===== src/sv/amcv_pkg.sv =====
// ----------------------------------------------------------------------------
// amcv_pkg
// Shared types, codes and constants of the archive member chain validator.
// ----------------------------------------------------------------------------
`default_nettype none

package amcv_pkg;

  localparam int unsigned MAX_MEMBERS  = 100000;
  localparam int unsigned HEADER_BYTES = 48;

  localparam logic [5:0]  HDR_LAST  = 6'(HEADER_BYTES - 1);
  localparam logic [31:0] USIZE_CAP = 32'h1000_0000;
  localparam logic [31:0] TAG_VALUE = 32'h0000_0130;

  localparam logic [7:0] MAGIC_0 = 8'h1a;
  localparam logic [7:0] MAGIC_1 = 8'h45;
  localparam logic [7:0] MAGIC_2 = 8'h41;

  localparam logic [1:0] KIND_MEMBER   = 2'd0;
  localparam logic [1:0] KIND_COMPLETE = 2'd1;
  localparam logic [1:0] KIND_ERROR    = 2'd2;

  localparam logic [3:0] ERR_NONE      = 4'd0;
  localparam logic [3:0] ERR_TRUNCATED = 4'd1;
  localparam logic [3:0] ERR_MAGIC     = 4'd2;
  localparam logic [3:0] ERR_TAG       = 4'd3;
  localparam logic [3:0] ERR_METHOD    = 4'd4;
  localparam logic [3:0] ERR_NEGATIVE  = 4'd5;
  localparam logic [3:0] ERR_TOO_LARGE = 4'd6;
  localparam logic [3:0] ERR_NAME      = 4'd7;
  localparam logic [3:0] ERR_PAST_END  = 4'd8;
  localparam logic [3:0] ERR_STORED    = 4'd9;
  localparam logic [3:0] ERR_TOO_MANY  = 4'd10;

  typedef struct packed {
    logic        magic_bad;
    logic [3:0]  name_count;
    logic        name_nul;
    logic        name_bad;
    logic [31:0] stamp;
    logic [7:0]  method_byte;
    logic [31:0] usize;
    logic [31:0] csize;
    logic [31:0] tag;
  } hdr_fields_t;

  typedef struct packed {
    logic [1:0]  record_kind;
    logic [3:0]  error_code;
    logic [16:0] member_index;
    logic [31:0] header_offset;
    logic        method_code;
    logic [30:0] packed_size;
    logic [28:0] unpacked_size;
    logic [31:0] stamp_word;
    logic [3:0]  name_length;
    logic        chain_complete;
  } result_t;

  typedef struct packed {
    logic is_error;
    logic is_complete;
  } check_status_t;

  function automatic result_t make_error(logic [3:0] code, logic [16:0] index,
                                         logic [31:0] offset);
    result_t r;
    r = '0;
    r.record_kind   = KIND_ERROR;
    r.error_code    = code;
    r.member_index  = index;
    r.header_offset = offset;
    return r;
  endfunction

endpackage

`default_nettype wire


===== src/sv/amcv_hdr_capture.sv =====
// ----------------------------------------------------------------------------
// amcv_hdr_capture
// Captures the header fields of one member, one byte per request.
// ----------------------------------------------------------------------------
`default_nettype none

module amcv_hdr_capture import amcv_pkg::*; (
  input  logic        clk,
  input  logic        load,
  input  logic [5:0]  pos,
  input  logic [7:0]  data_byte,
  output hdr_fields_t fields
);

  hdr_fields_t fields_next;
  logic        bad_char;
  logic [1:0]  usize_idx;
  logic [1:0]  csize_idx;
  logic [1:0]  tag_idx;

  always_comb begin
    usize_idx = 2'(pos - 6'd21);
    csize_idx = 2'(pos - 6'd25);
    tag_idx   = 2'(pos - 6'd29);
    bad_char  = !(data_byte inside {[8'h20:8'h7e]}) ||
                (data_byte inside {8'h2f, 8'h5c, 8'h3a});
    fields_next = fields;
    if (pos == 6'd0) begin
      fields_next = '0;
    end
    case (pos)
      6'd0: fields_next.magic_bad = (data_byte != MAGIC_0);
      6'd1: fields_next.magic_bad = fields.magic_bad || (data_byte != MAGIC_1);
      6'd2: fields_next.magic_bad = fields.magic_bad || (data_byte != MAGIC_2);
      default: ;
    endcase
    if (pos inside {[6'd3:6'd14]}) begin
      if (!fields.name_nul) begin
        if (data_byte == 8'h00) begin
          fields_next.name_nul = 1'b1;
        end else begin
          fields_next.name_count = fields.name_count + 4'd1;
          fields_next.name_bad   = fields.name_bad || bad_char;
        end
      end else if (data_byte != 8'h00) begin
        fields_next.name_bad = 1'b1;
      end
    end
    if (pos inside {[6'd16:6'd19]}) begin
      fields_next.stamp[{pos[1:0], 3'b000} +: 8] = data_byte;
    end
    if (pos == 6'd20) begin
      fields_next.method_byte = data_byte;
    end
    if (pos inside {[6'd21:6'd24]}) begin
      fields_next.usize[{usize_idx, 3'b000} +: 8] = data_byte;
    end
    if (pos inside {[6'd25:6'd28]}) begin
      fields_next.csize[{csize_idx, 3'b000} +: 8] = data_byte;
    end
    if (pos inside {[6'd29:6'd32]}) begin
      fields_next.tag[{tag_idx, 3'b000} +: 8] = data_byte;
    end
  end

  always_ff @(posedge clk) begin
    if (load) begin
      fields <= fields_next;
    end
  end

endmodule

`default_nettype wire


===== src/sv/amcv_hdr_check.sv =====
// ----------------------------------------------------------------------------
// amcv_hdr_check
// Validates a captured header in priority order and forms its record.
// ----------------------------------------------------------------------------
`default_nettype none

module amcv_hdr_check import amcv_pkg::*; (
  input  hdr_fields_t   fields,
  input  logic [32:0]   data_off,
  input  logic [31:0]   member_start,
  input  logic [16:0]   members_seen,
  input  logic [31:0]   size_limit,
  output result_t       res,
  output check_status_t status
);

  logic [33:0] data_end;
  logic [3:0]  code;

  always_comb begin
    data_end = {1'b0, data_off} + {2'b00, fields.csize};
    if (fields.magic_bad) begin
      code = ERR_MAGIC;
    end else if (fields.tag != TAG_VALUE) begin
      code = ERR_TAG;
    end else if (fields.method_byte > 8'd1) begin
      code = ERR_METHOD;
    end else if (fields.usize[31] || fields.csize[31]) begin
      code = ERR_NEGATIVE;
    end else if (fields.usize > USIZE_CAP) begin
      code = ERR_TOO_LARGE;
    end else if (fields.name_count == 4'd0 || fields.name_bad) begin
      code = ERR_NAME;
    end else if (data_end > {2'b00, size_limit}) begin
      code = ERR_PAST_END;
    end else if (fields.method_byte == 8'd0 && fields.csize != fields.usize) begin
      code = ERR_STORED;
    end else begin
      code = ERR_NONE;
    end

    status.is_error    = (code != ERR_NONE);
    status.is_complete = (code == ERR_NONE) && (data_end == {2'b00, size_limit});

    if (status.is_error) begin
      res = make_error(code, members_seen, member_start);
    end else begin
      res.record_kind    = status.is_complete ? KIND_COMPLETE : KIND_MEMBER;
      res.error_code     = ERR_NONE;
      res.member_index   = members_seen;
      res.header_offset  = member_start;
      res.method_code    = fields.method_byte[0];
      res.packed_size    = fields.csize[30:0];
      res.unpacked_size  = fields.usize[28:0];
      res.stamp_word     = fields.stamp;
      res.name_length    = fields.name_count;
      res.chain_complete = status.is_complete;
    end
  end

endmodule

`default_nettype wire


===== src/sv/amcv_out_buf.sv =====
// ----------------------------------------------------------------------------
// amcv_out_buf
// Output register with a skid stage; full tells the producer to hold.
// ----------------------------------------------------------------------------
`default_nettype none

module amcv_out_buf import amcv_pkg::*; (
  input  logic    clk,
  input  logic    rst,
  input  logic    push,
  input  result_t push_data,
  input  logic    out_stall,
  output logic    out_valid,
  output result_t out_data,
  output logic    full
);

  logic    skid_valid;
  result_t skid_data;

  assign full = skid_valid;

  always_ff @(posedge clk) begin
    if (rst) begin
      out_valid  <= 1'b0;
      skid_valid <= 1'b0;
    end else if (!out_valid || !out_stall) begin
      if (skid_valid) begin
        out_data   <= skid_data;
        out_valid  <= 1'b1;
        skid_valid <= 1'b0;
      end else begin
        out_data  <= push_data;
        out_valid <= push;
      end
    end else if (push) begin
      skid_data  <= push_data;
      skid_valid <= 1'b1;
    end
  end

endmodule

`default_nettype wire


===== src/sv/archive_member_chain_validator.sv =====
// ----------------------------------------------------------------------------
// archive_member_chain_validator
// Follows the member chain of a byte-serial archive and reports each member,
// the end of the chain, or the first error found.
// ----------------------------------------------------------------------------
//  channel   signals                         direction  payload
//  input     in_valid / in_stall             in         data_byte
//  config    cfg_valid / cfg_ready           in         total_size
//  output    out_valid / out_stall           out        record fields
//
//  One byte per cycle while in_stall is low; a header is checked in the cycle
//  its last byte lands. Results pass through an output register and a skid
//  stage, so in_stall rises only once both hold a record.
//  Reset is synchronous; it clears the parse and sets the size to zero.
//  Writing total_size restarts the parse.
// ----------------------------------------------------------------------------
`default_nettype none

module archive_member_chain_validator import amcv_pkg::*; (
  input  logic        clk,
  input  logic        rst,
  input  logic        in_valid,
  output logic        in_stall,
  input  logic [7:0]  data_byte,
  input  logic        cfg_valid,
  output logic        cfg_ready,
  input  logic [31:0] total_size,
  output logic        out_valid,
  input  logic        out_stall,
  output logic [1:0]  record_kind,
  output logic [3:0]  error_code,
  output logic [16:0] member_index,
  output logic [31:0] header_offset,
  output logic        method_code,
  output logic [30:0] packed_size,
  output logic [28:0] unpacked_size,
  output logic [31:0] stamp_word,
  output logic [3:0]  name_length,
  output logic        chain_complete
);

  logic [31:0] size_limit;
  logic [32:0] stream_offset, stream_offset_next;
  logic [31:0] member_start, member_start_next;
  logic [32:0] data_off, data_off_next;
  logic [5:0]  hdr_pos, hdr_pos_next;
  logic        in_data, in_data_next;
  logic [30:0] data_left, data_left_next;
  logic [16:0] members_seen, members_seen_next;
  logic        halted, halted_next;

  logic          accept;
  logic          load;
  logic          push;
  result_t       push_data;
  result_t       head;
  hdr_fields_t   fields;
  result_t       check_res;
  check_status_t check_status;
  logic          buf_full;

  assign cfg_ready = 1'b1;
  assign in_stall  = buf_full;
  assign accept    = in_valid && !in_stall;

  amcv_hdr_capture u_capture (
    .clk       (clk),
    .load      (load),
    .pos       (hdr_pos),
    .data_byte (data_byte),
    .fields    (fields)
  );

  amcv_hdr_check u_check (
    .fields       (fields),
    .data_off     (data_off),
    .member_start (member_start),
    .members_seen (members_seen),
    .size_limit   (size_limit),
    .res          (check_res),
    .status       (check_status)
  );

  always_comb begin
    stream_offset_next = stream_offset;
    member_start_next  = member_start;
    data_off_next      = data_off;
    hdr_pos_next       = hdr_pos;
    in_data_next       = in_data;
    data_left_next     = data_left;
    members_seen_next  = members_seen;
    halted_next        = halted;
    load               = 1'b0;
    push               = 1'b0;
    push_data          = check_res;

    if (accept && !halted) begin
      if (in_data) begin
        stream_offset_next = stream_offset + 33'd1;
        data_left_next     = data_left - 31'd1;
        in_data_next       = (data_left != 31'd1);
      end else if (hdr_pos == 6'd0 && members_seen >= 17'(MAX_MEMBERS)) begin
        push        = 1'b1;
        push_data   = make_error(ERR_TOO_MANY, members_seen, stream_offset[31:0]);
        halted_next = 1'b1;
      end else if (hdr_pos == 6'd0 &&
                   ({1'b0, stream_offset} + 34'(HEADER_BYTES)) > {2'b00, size_limit}) begin
        push        = 1'b1;
        push_data   = make_error(ERR_TRUNCATED, members_seen, stream_offset[31:0]);
        halted_next = 1'b1;
      end else begin
        load               = 1'b1;
        stream_offset_next = stream_offset + 33'd1;
        hdr_pos_next       = hdr_pos + 6'd1;
        if (hdr_pos == 6'd0) begin
          member_start_next = stream_offset[31:0];
          data_off_next     = {1'b0, stream_offset[31:0]} + 33'(HEADER_BYTES);
        end
        if (hdr_pos == HDR_LAST) begin
          hdr_pos_next = 6'd0;
          push         = 1'b1;
          if (check_status.is_error) begin
            halted_next = 1'b1;
          end else begin
            members_seen_next = members_seen + 17'd1;
            if (check_status.is_complete) begin
              halted_next = 1'b1;
            end else if (fields.csize != 32'd0) begin
              in_data_next   = 1'b1;
              data_left_next = fields.csize[30:0];
            end
          end
        end
      end
    end
  end

  always_ff @(posedge clk) begin
    if (rst) begin
      size_limit    <= '0;
      stream_offset <= '0;
      member_start  <= '0;
      data_off      <= '0;
      hdr_pos       <= '0;
      in_data       <= 1'b0;
      data_left     <= '0;
      members_seen  <= '0;
      halted        <= 1'b0;
    end else if (cfg_valid && cfg_ready) begin
      size_limit    <= total_size;
      stream_offset <= '0;
      member_start  <= '0;
      data_off      <= '0;
      hdr_pos       <= '0;
      in_data       <= 1'b0;
      data_left     <= '0;
      members_seen  <= '0;
      halted        <= 1'b0;
    end else begin
      stream_offset <= stream_offset_next;
      member_start  <= member_start_next;
      data_off      <= data_off_next;
      hdr_pos       <= hdr_pos_next;
      in_data       <= in_data_next;
      data_left     <= data_left_next;
      members_seen  <= members_seen_next;
      halted        <= halted_next;
    end
  end

  amcv_out_buf u_out_buf (
    .clk       (clk),
    .rst       (rst),
    .push      (push),
    .push_data (push_data),
    .out_stall (out_stall),
    .out_valid (out_valid),
    .out_data  (head),
    .full      (buf_full)
  );

  assign record_kind    = head.record_kind;
  assign error_code     = head.error_code;
  assign member_index   = head.member_index;
  assign header_offset  = head.header_offset;
  assign method_code    = head.method_code;
  assign packed_size    = head.packed_size;
  assign unpacked_size  = head.unpacked_size;
  assign stamp_word     = head.stamp_word;
  assign name_length    = head.name_length;
  assign chain_complete = head.chain_complete;

endmodule

`default_nettype wire


===== config.mk =====
export PLATFORM = sky130hd
export DESIGN_NAME = archive_member_chain_validator
export DESIGN_NICKNAME = d
export VERILOG_FILES = /design/src/sv/amcv_pkg.sv /design/src/sv/amcv_hdr_capture.sv /design/src/sv/amcv_hdr_check.sv /design/src/sv/amcv_out_buf.sv /design/src/sv/archive_member_chain_validator.sv
export SDC_FILE = /design/constraint.sdc
export NUM_CORES = 1
export LEC_CHECK = 0
export BUFFER_PORTS_ARGS = -buffer_cell sky130_fd_sc_hd__buf_2
export CAP_MARGIN = 20
export CORE_ASPECT_RATIO = 0.75
export CORE_MARGIN = 2
export CORE_UTILIZATION = 40
export CTS_CLUSTER_SIZE = 20
export DETAILED_ROUTE_END_ITERATION = 12
export SETUP_SLACK_MARGIN = 0.3
export SLEW_MARGIN = 20
export SYNTH_ARGS = -nofsm -noshare
export SYNTH_HDL_FRONTEND = slang
export SYNTH_SLANG_ARGS = --single-unit

===== constraint.sdc =====
create_clock -name clk -period 20.3 [get_ports clk]
set_input_delay 2.03 -clock clk [delete_from_list [all_inputs] [get_ports clk]]
set_output_delay 2.03 -clock clk [all_outputs]
set_load 0.03 [all_outputs]

### Yosys cells after proc, flatten, opt, wreduce, memory -nomap -nowiden

Index checks and enable logic that the tools add are counted.
W data, S select, Z words.

* bits in registers: 637
* bits of input ports: 45
* output and inout bits: 156

* $add $sub $neg: 15
* order comparisons: 17
* eq/ne operators: 18
* shifts and indexed selects: 8
* mux-type cells: 66
* bitwise gates (word level): 6
* reduce and logical (&&, ||, !) cells: 51

Operator list (count)
* $mux W153: 6
* $mux W31: 7
* $mux W143: 1
* $bwmux W32: 4
* $mux W32: 4
* $shift A8 B7 Y32 const A: 4
* $shiftx A8 B7 Y32: 4
* $mux W33: 3
* $gt A34 B32 Y1: 2
* $mux W4: 9
* $add A33 B32 Y34: 1
* $add A33 B6 Y34 const B: 1
* $eq A34 B32 Y1: 1
* $add A32 B6 Y33 const B: 1
* $add A33 B1 Y33 const B: 1
* $gt A32 B29 Y1 const B: 1
* $ne A32 B32 Y1: 1
* $ne A32 B9 Y1 const B: 1
* $reduce_bool A32 Y1: 1
* $ne A31 B1 Y1 const B: 1
* $sub A31 B1 Y31 const B: 1
* $neg A5 Y7: 4
* $mux W1: 27
* $ge A6 B5 Y1 const B: 4
* 43 further kinds: 91

### Longest topological paths before layout

* depth after elaboration: 19
* mapped depth: 24

### Cells and area by module

Synthesis repeated with hierarchy kept, for this count alone.

* cells, all modules: 3042
* area, all modules: 33811.2 um2

Modules (own cells, without submodules)
* amcv_out_buf: times used 1, cells each 484, area an instance 11338.4 um2
* archive_member_chain_validator: times used 1, cells each 1388, area an instance 11174.5 um2
* amcv_hdr_capture: times used 1, cells each 563, area an instance 7041.8 um2
* amcv_hdr_check: times used 1, cells each 607, area an instance 4256.6 um2

### Least setup slack after synthesis

No wires, ideal clock.

* kind: reg2reg
* start point: register stream_offset[4]
* end point: register u_out_buf.skid_data[100] (netlist name), enable pin
* arrival: 13723 ps
* required time: 19450 ps
* slack: 5727 ps
* cell stages (with the launch flop): 18
* buffers on the path: 3
* period minus slack after synthesis: 14573 ps
* cell sequence: dfxtp_1 inv_1 ha_1 clkbuf_1 or4_4 nor2_1 xor2_1 ha_1 nand4_1 nor4_1 o311ai_0 nand4_1 a2111o_2 and3_1 buf_6 buf_2 nor2_1 nor3_1

* word-level cells in the longest chain between the ends: 8

Ends and longest elaborated chain
* start: declaration: line archive_member_chain_validator.sv:43 `logic [32:0] stream_offset, stream_offset_next;`
* start signal: assignment: line archive_member_chain_validator.sv:160 `stream_offset <= stream_offset_next;`
* $add A33 B6 Y34: line archive_member_chain_validator.sv:107 `({1'b0, stream_offset} + 34'(HEADER_BYTES)) > {2'b00, size_limit}) begin`
* $gt A34 B32 Y1: line archive_member_chain_validator.sv:107
* $logic_and A1 B1 Y1: line archive_member_chain_validator.sv:106 `end else if (hdr_pos == 6'd0 &&`
* $mux W1: line archive_member_chain_validator.sv:106
* $mux W1: line archive_member_chain_validator.sv:102 `end else if (hdr_pos == 6'd0 && members_seen >= 17'(MAX_MEMBERS)) begin`
* $mux W1: line archive_member_chain_validator.sv:98 `if (in_data) begin`
* $mux W1: line archive_member_chain_validator.sv:97 `if (accept && !halted) begin`
* $reduce_and A3 Y1 (no line)
* end signal: assignment: line amcv_out_buf.sv:37 `skid_data <= push_data;`
* end: declaration: line amcv_out_buf.sv:19 `result_t skid_data;`

No other way between the ends.
A chain may end at the register's enable or synchronous reset.

==> out/results.txt <==
status: finished clean
final design utilization: 46.3%
# fillers: 6,987
Arr. time, crit path: 7.47 ns
sequential element share of the synthesized area: 54.9%
Async SR Flop Fraction: 0%
peak per-stage delay on the critical path: 0.76 ns
CTS Sinks: 631
largest net degree at the start of global routing: 153
Setup CP Type: register to register
dpl cells: 3,792
hold_buf cts: 0
post-synthesis compound-gate area fraction: 11.1%
FF/Latch Area: 17,100 um^2
Setup crit end kind: register
clk root buf: clkbuf_16
Net Sw Frac: 24.2%
final antenna-violating net count: 0
vias: 22,666
r2r worst-path depth: 22
clock latency on the worst-skew pair: 0.65 ns
Setup TNS: 0 ns
Hold Path Class: register to register
Synth top area share: 43.1%
worst r2r dst: u_out_buf.out_data[29]$_DFFE_PP_
CTS tree: yes
Die X-Extent: 326 um
Die H: 246 um
fmax: 143 MHz
prevailing post-synth register cell: edfxtp_1
I/O Buffers: 199
initial antenna violation count: 5
proportion of power drawn by flip-flops and latches: 48.0%
Worst path slowest cell: buf_4
max-slew violations: 0
hold slack: 0.462 ns
CP max FO: 97
Std-Cell Core Area: 77,000 um^2
Post-Synth Adder-Cell Area: 4.64%
Yosys cell types: 84
Synth area leaders: edfxtp_1 (43%), dfxtp_1 (12%), mux2_2 (6.6%)
Mapped Area: 31,200 um^2
clk buf depth: 3
Synth Area in Simple Gates: 14.1%
xor/xnor share of the synthesized area: 3.23%
fin crit period: 6.98 ns
total power divided by cell area: 84.4 nW/um^2
cells after synthesis: 2,685
GRT overflow: 0
critical path, cell by cell: ha_1 > fa_1 > a211oi_1 > o211ai_1 > a32oi_1 > o21ai_0 > a21oi_1 > a21oi_1 > or4_1 > nand2_1 > xnor2_1 > ha_1 > a21oi_1 > a21boi_0 > a2111oi_0 > a21oi_1 > a211o_1 > a21boi_0 > nor4bb_4 > buf_4 > and2_1 > mux2_2
Post-synth EDFFs: 447
Tot GR Track Use: 22.0%
fin nets: 2,987
DP HPWL: 60.7 mm
TritonRoute pass-1 iters: 6
# Post-CTS Setup Buffers: 0
share of total power in the clock network: 44.8%
combinational family with the most area after synthesis: simple AND/OR/NAND/NOR gates
Synthesis Warnings: 0
startpoint types: register
Worst EP required: 20.79 ns
Hold Crit Start: member_start[4]$_SDFFE_PP0P_
# IOs: 201
Die ar.: 80,200 um^2
Tcrit/Tclk final: 34.4%
Routed WL per cell: 22.9 um
Reg2Reg Setup Slack: 13.32 ns
share of cells above drive strength 1: 20.3%
Worst Skew: 0.0314 ns
combinational share of power: 7.2%
area leader, netlist: edfxtp_1
Clock Pin Slew Worst Setup and Hold Paths: 0.06 ns
H-tree level count: 3
Max Cap Violations: 0
Post-CTS Resized: 0
unrepaired setup endpoints after global routing: false
Synth Net Count: 2,845
# rows: 88
maximum vdd ir drop: 0.0000487 V
portion of netlist area occupied by mux cells: 8.94%
switching pwr: 0.000727 W
Pleak: 13.5 nW
synthesized flop and latch total: 631
WL final: 90.0 mm
FF-to-FF Start: u_capture.fields[32]$_DFFE_PP_
Syn Area/Cell: 11.6 um^2
Iteration-0 DRC Markers: 2,276
Syn-to-layout area delta: 14.2%
Tightest Pin Transition: 1.10 ns
Rel. slew slack: 26.9%
drt via density: 5.78
Pint: 0.00228 W
area occupied by multi-input gates: 13,200 um^2
Cell Count, Final, Fillers Out: 3,921
vias in the first global route: 22,052
RePlAce Congestion: 0.927
first-pass GRT wire length: 136 mm
Setup Viol. Count Final: 0
Starting Density: 40.5%
CTS buffer count: 68
Crit path top cell by count: a21oi_1
Final Hold Violating Endpoints: 0
# DRC: 0
Hold Path Stages: 2
Worst setup startpoint: u_capture.fields[32]$_DFFE_PP_
worst hold endpoint: member_start[4]$_SDFFE_PP0P_
worst max path at each step:
stage,cells past startpoint,end
final,22,u_out_buf.out_data[29]$_DFFE_PP_
after global routing,22,u_out_buf.out_data[97]$_DFFE_PP_
after CTS,20,u_out_buf.out_data[90]$_DFFE_PP_
after detailed placement,22,u_out_buf.out_data[90]$_DFFE_PP_
after global placement,22,u_out_buf.out_data[88]$_DFFE_PP_
after floorplan,17,u_out_buf.skid_data[100]$_DFFE_PP_
kinds of logic (layout without fill, tap and decap cells):
| logic type | after synthesis | count (layout) |
|---|---|---|
| xor+xnor | 115 | 115 |
| other cells | 1 | 4 |
| fa+ha+maj | 115 | 115 |
| buf+inv | 237 | 435 |
| compound gates | 479 | 479 |
| mux | 254 | 254 |
| simple gates | 853 | 853 |
| flops | 631 | 631 |
stage by stage:
step,worst slack [ns],cell area [um^2],total power (W)
2_1_floorplan,5.73,31200,0.00160
3_3_place_gp,13.61,33100,0.00168
3_5_place_dp,13.44,33200,0.00168
4_1_cts,13.39,35600,0.00303
5_1_grt,12.75,35600,0.00311
6_report,13.32,35600,0.00301
routing by layer:
layer / part of all wire [%] / routed length (um) / vias to the layer above / GRT usage [%]
met1: 46 / 41300 / 11196 / 31.4
met2: 44 / 39700 / 895 / 33.6
met5: 0.014 / 13 / - / 0
met3: 7.3 / 6600 / 160 / 4.53
li1: - / - / 10413 / -
met4: 2.6 / 2340 / 2 / 6.62
area by class of cell:
class / instances / share of cell area (%)
Clock buffer: 91 / 5.28
Tap cell: 1035 / 3.64
Sequential cell: 631 / 48.1
Inverter: 76 / 0.801
Timing Repair Buffer: 233 / 3.60
Clock inverter: 35 / 1.54
Antenna cell: 3 / 0.0211
Multi-Input combinational cell: 1817 / 37.1
sequential cells by signal, indices dropped and copies added, names as in the netlist, 6 cells and up:
register             flops
member_start            32
u_capture.fields       143
u_out_buf.skid_data    152
members_seen            17
size_limit              32
data_left               31
hdr_pos                  6
u_out_buf.out_data     152
stream_offset           33
data_off                29
cell usage in the layout (no fill, tap or decap), types with 9 or more instances in the layout:
cell type | Yosys | final
a22oi_1 | 9 | 9
nor3_1 | 64 | 62
mux2i_1 | 69 | 69
a21oi_1 | 124 | 121
bufinv_16 | 0 | 11
o21ai_0 | 67 | 67
o211ai_1 | 13 | 13
mux2_2 | 184 | 184
a211oi_1 | 16 | 15
clkinv_2 | 0 | 10
nand2b_1 | 9 | 9
or4_1 | 17 | 17
a32o_1 | 56 | 56
a31oi_1 | 9 | 9
or3_1 | 16 | 16
and2_1 | 93 | 93
and3_1 | 17 | 17
xor2_1 | 45 | 45
ha_1 | 114 | 114
xnor2_1 | 70 | 70
dfxtp_1 | 184 | 183
and2_4 | 20 | 20
and4_1 | 9 | 9
edfxtp_1 | 447 | 447
a22o_1 | 73 | 73
inv_1 | 75 | 75
buf_4 | 6 | 30
nand3_1 | 48 | 48
buf_2 | 12 | 200
nor2_1 | 261 | 258
clkbuf_1 | 133 | 16
nand2_1 | 140 | 140
o31ai_1 | 15 | 15
clkbuf_16 | 0 | 70
nor4_1 | 47 | 46
a21o_1 | 20 | 20
nand4_1 | 67 | 67
cells in the mapped netlist, drive strengths merged (15+ instances only):
| library cell | count |
|---|---|
| nor3 | 64 |
| or3 | 17 |
| mux2 | 184 |
| o31ai | 15 |
| a211oi | 17 |
| nand4 | 69 |
| and2 | 113 |
| nand3 | 48 |
| a21o | 20 |
| and3 | 17 |
| nand2 | 140 |
| or4 | 18 |
| a21oi | 124 |
| nor4 | 47 |
| dfxtp | 184 |
| inv | 76 |
| buf | 28 |
| clkbuf | 133 |
| ha | 114 |
| a22o | 73 |
| edfxtp | 447 |
| mux2i | 70 |
| a32o | 56 |
| xnor2 | 70 |
| xor2 | 45 |
| o21ai | 70 |
| nor2 | 261 |
power groups by stage:
| stage | Sequential [W] | Combinational (W) | Clock (W) |
|---|---|---|---|
| 2_1_floorplan | 0.00148 | 0.000120 | 0 |
| 3_3_place_gp | 0.00147 | 0.000208 | 0 |
| 3_5_place_dp | 0.00147 | 0.000214 | 0 |
| 4_1_cts | 0.00144 | 0.000215 | 0.00137 |
| 5_1_grt | 0.00144 | 0.000234 | 0.00143 |
| 6_report | 0.00144 | 0.000216 | 0.00135 |
worst max-delay path, delay by kind of cell, from the launching register on:
| kind | cells | cell delay (ns) |
|---|---|---|
| DFF | 1 | 0.51 |
| and+or+nand+nor | 4 | 1.13 |
| AOI/OAI and AO/OA | 12 | 2.99 |
| buffers and inverters | 1 | 0.76 |
| muxes | 1 | 0.15 |
| adders and majority gates | 3 | 1.01 |
| xor gates and xnor gates | 1 | 0.13 |
Note: power is estimated with default switching activity, not from simulation.
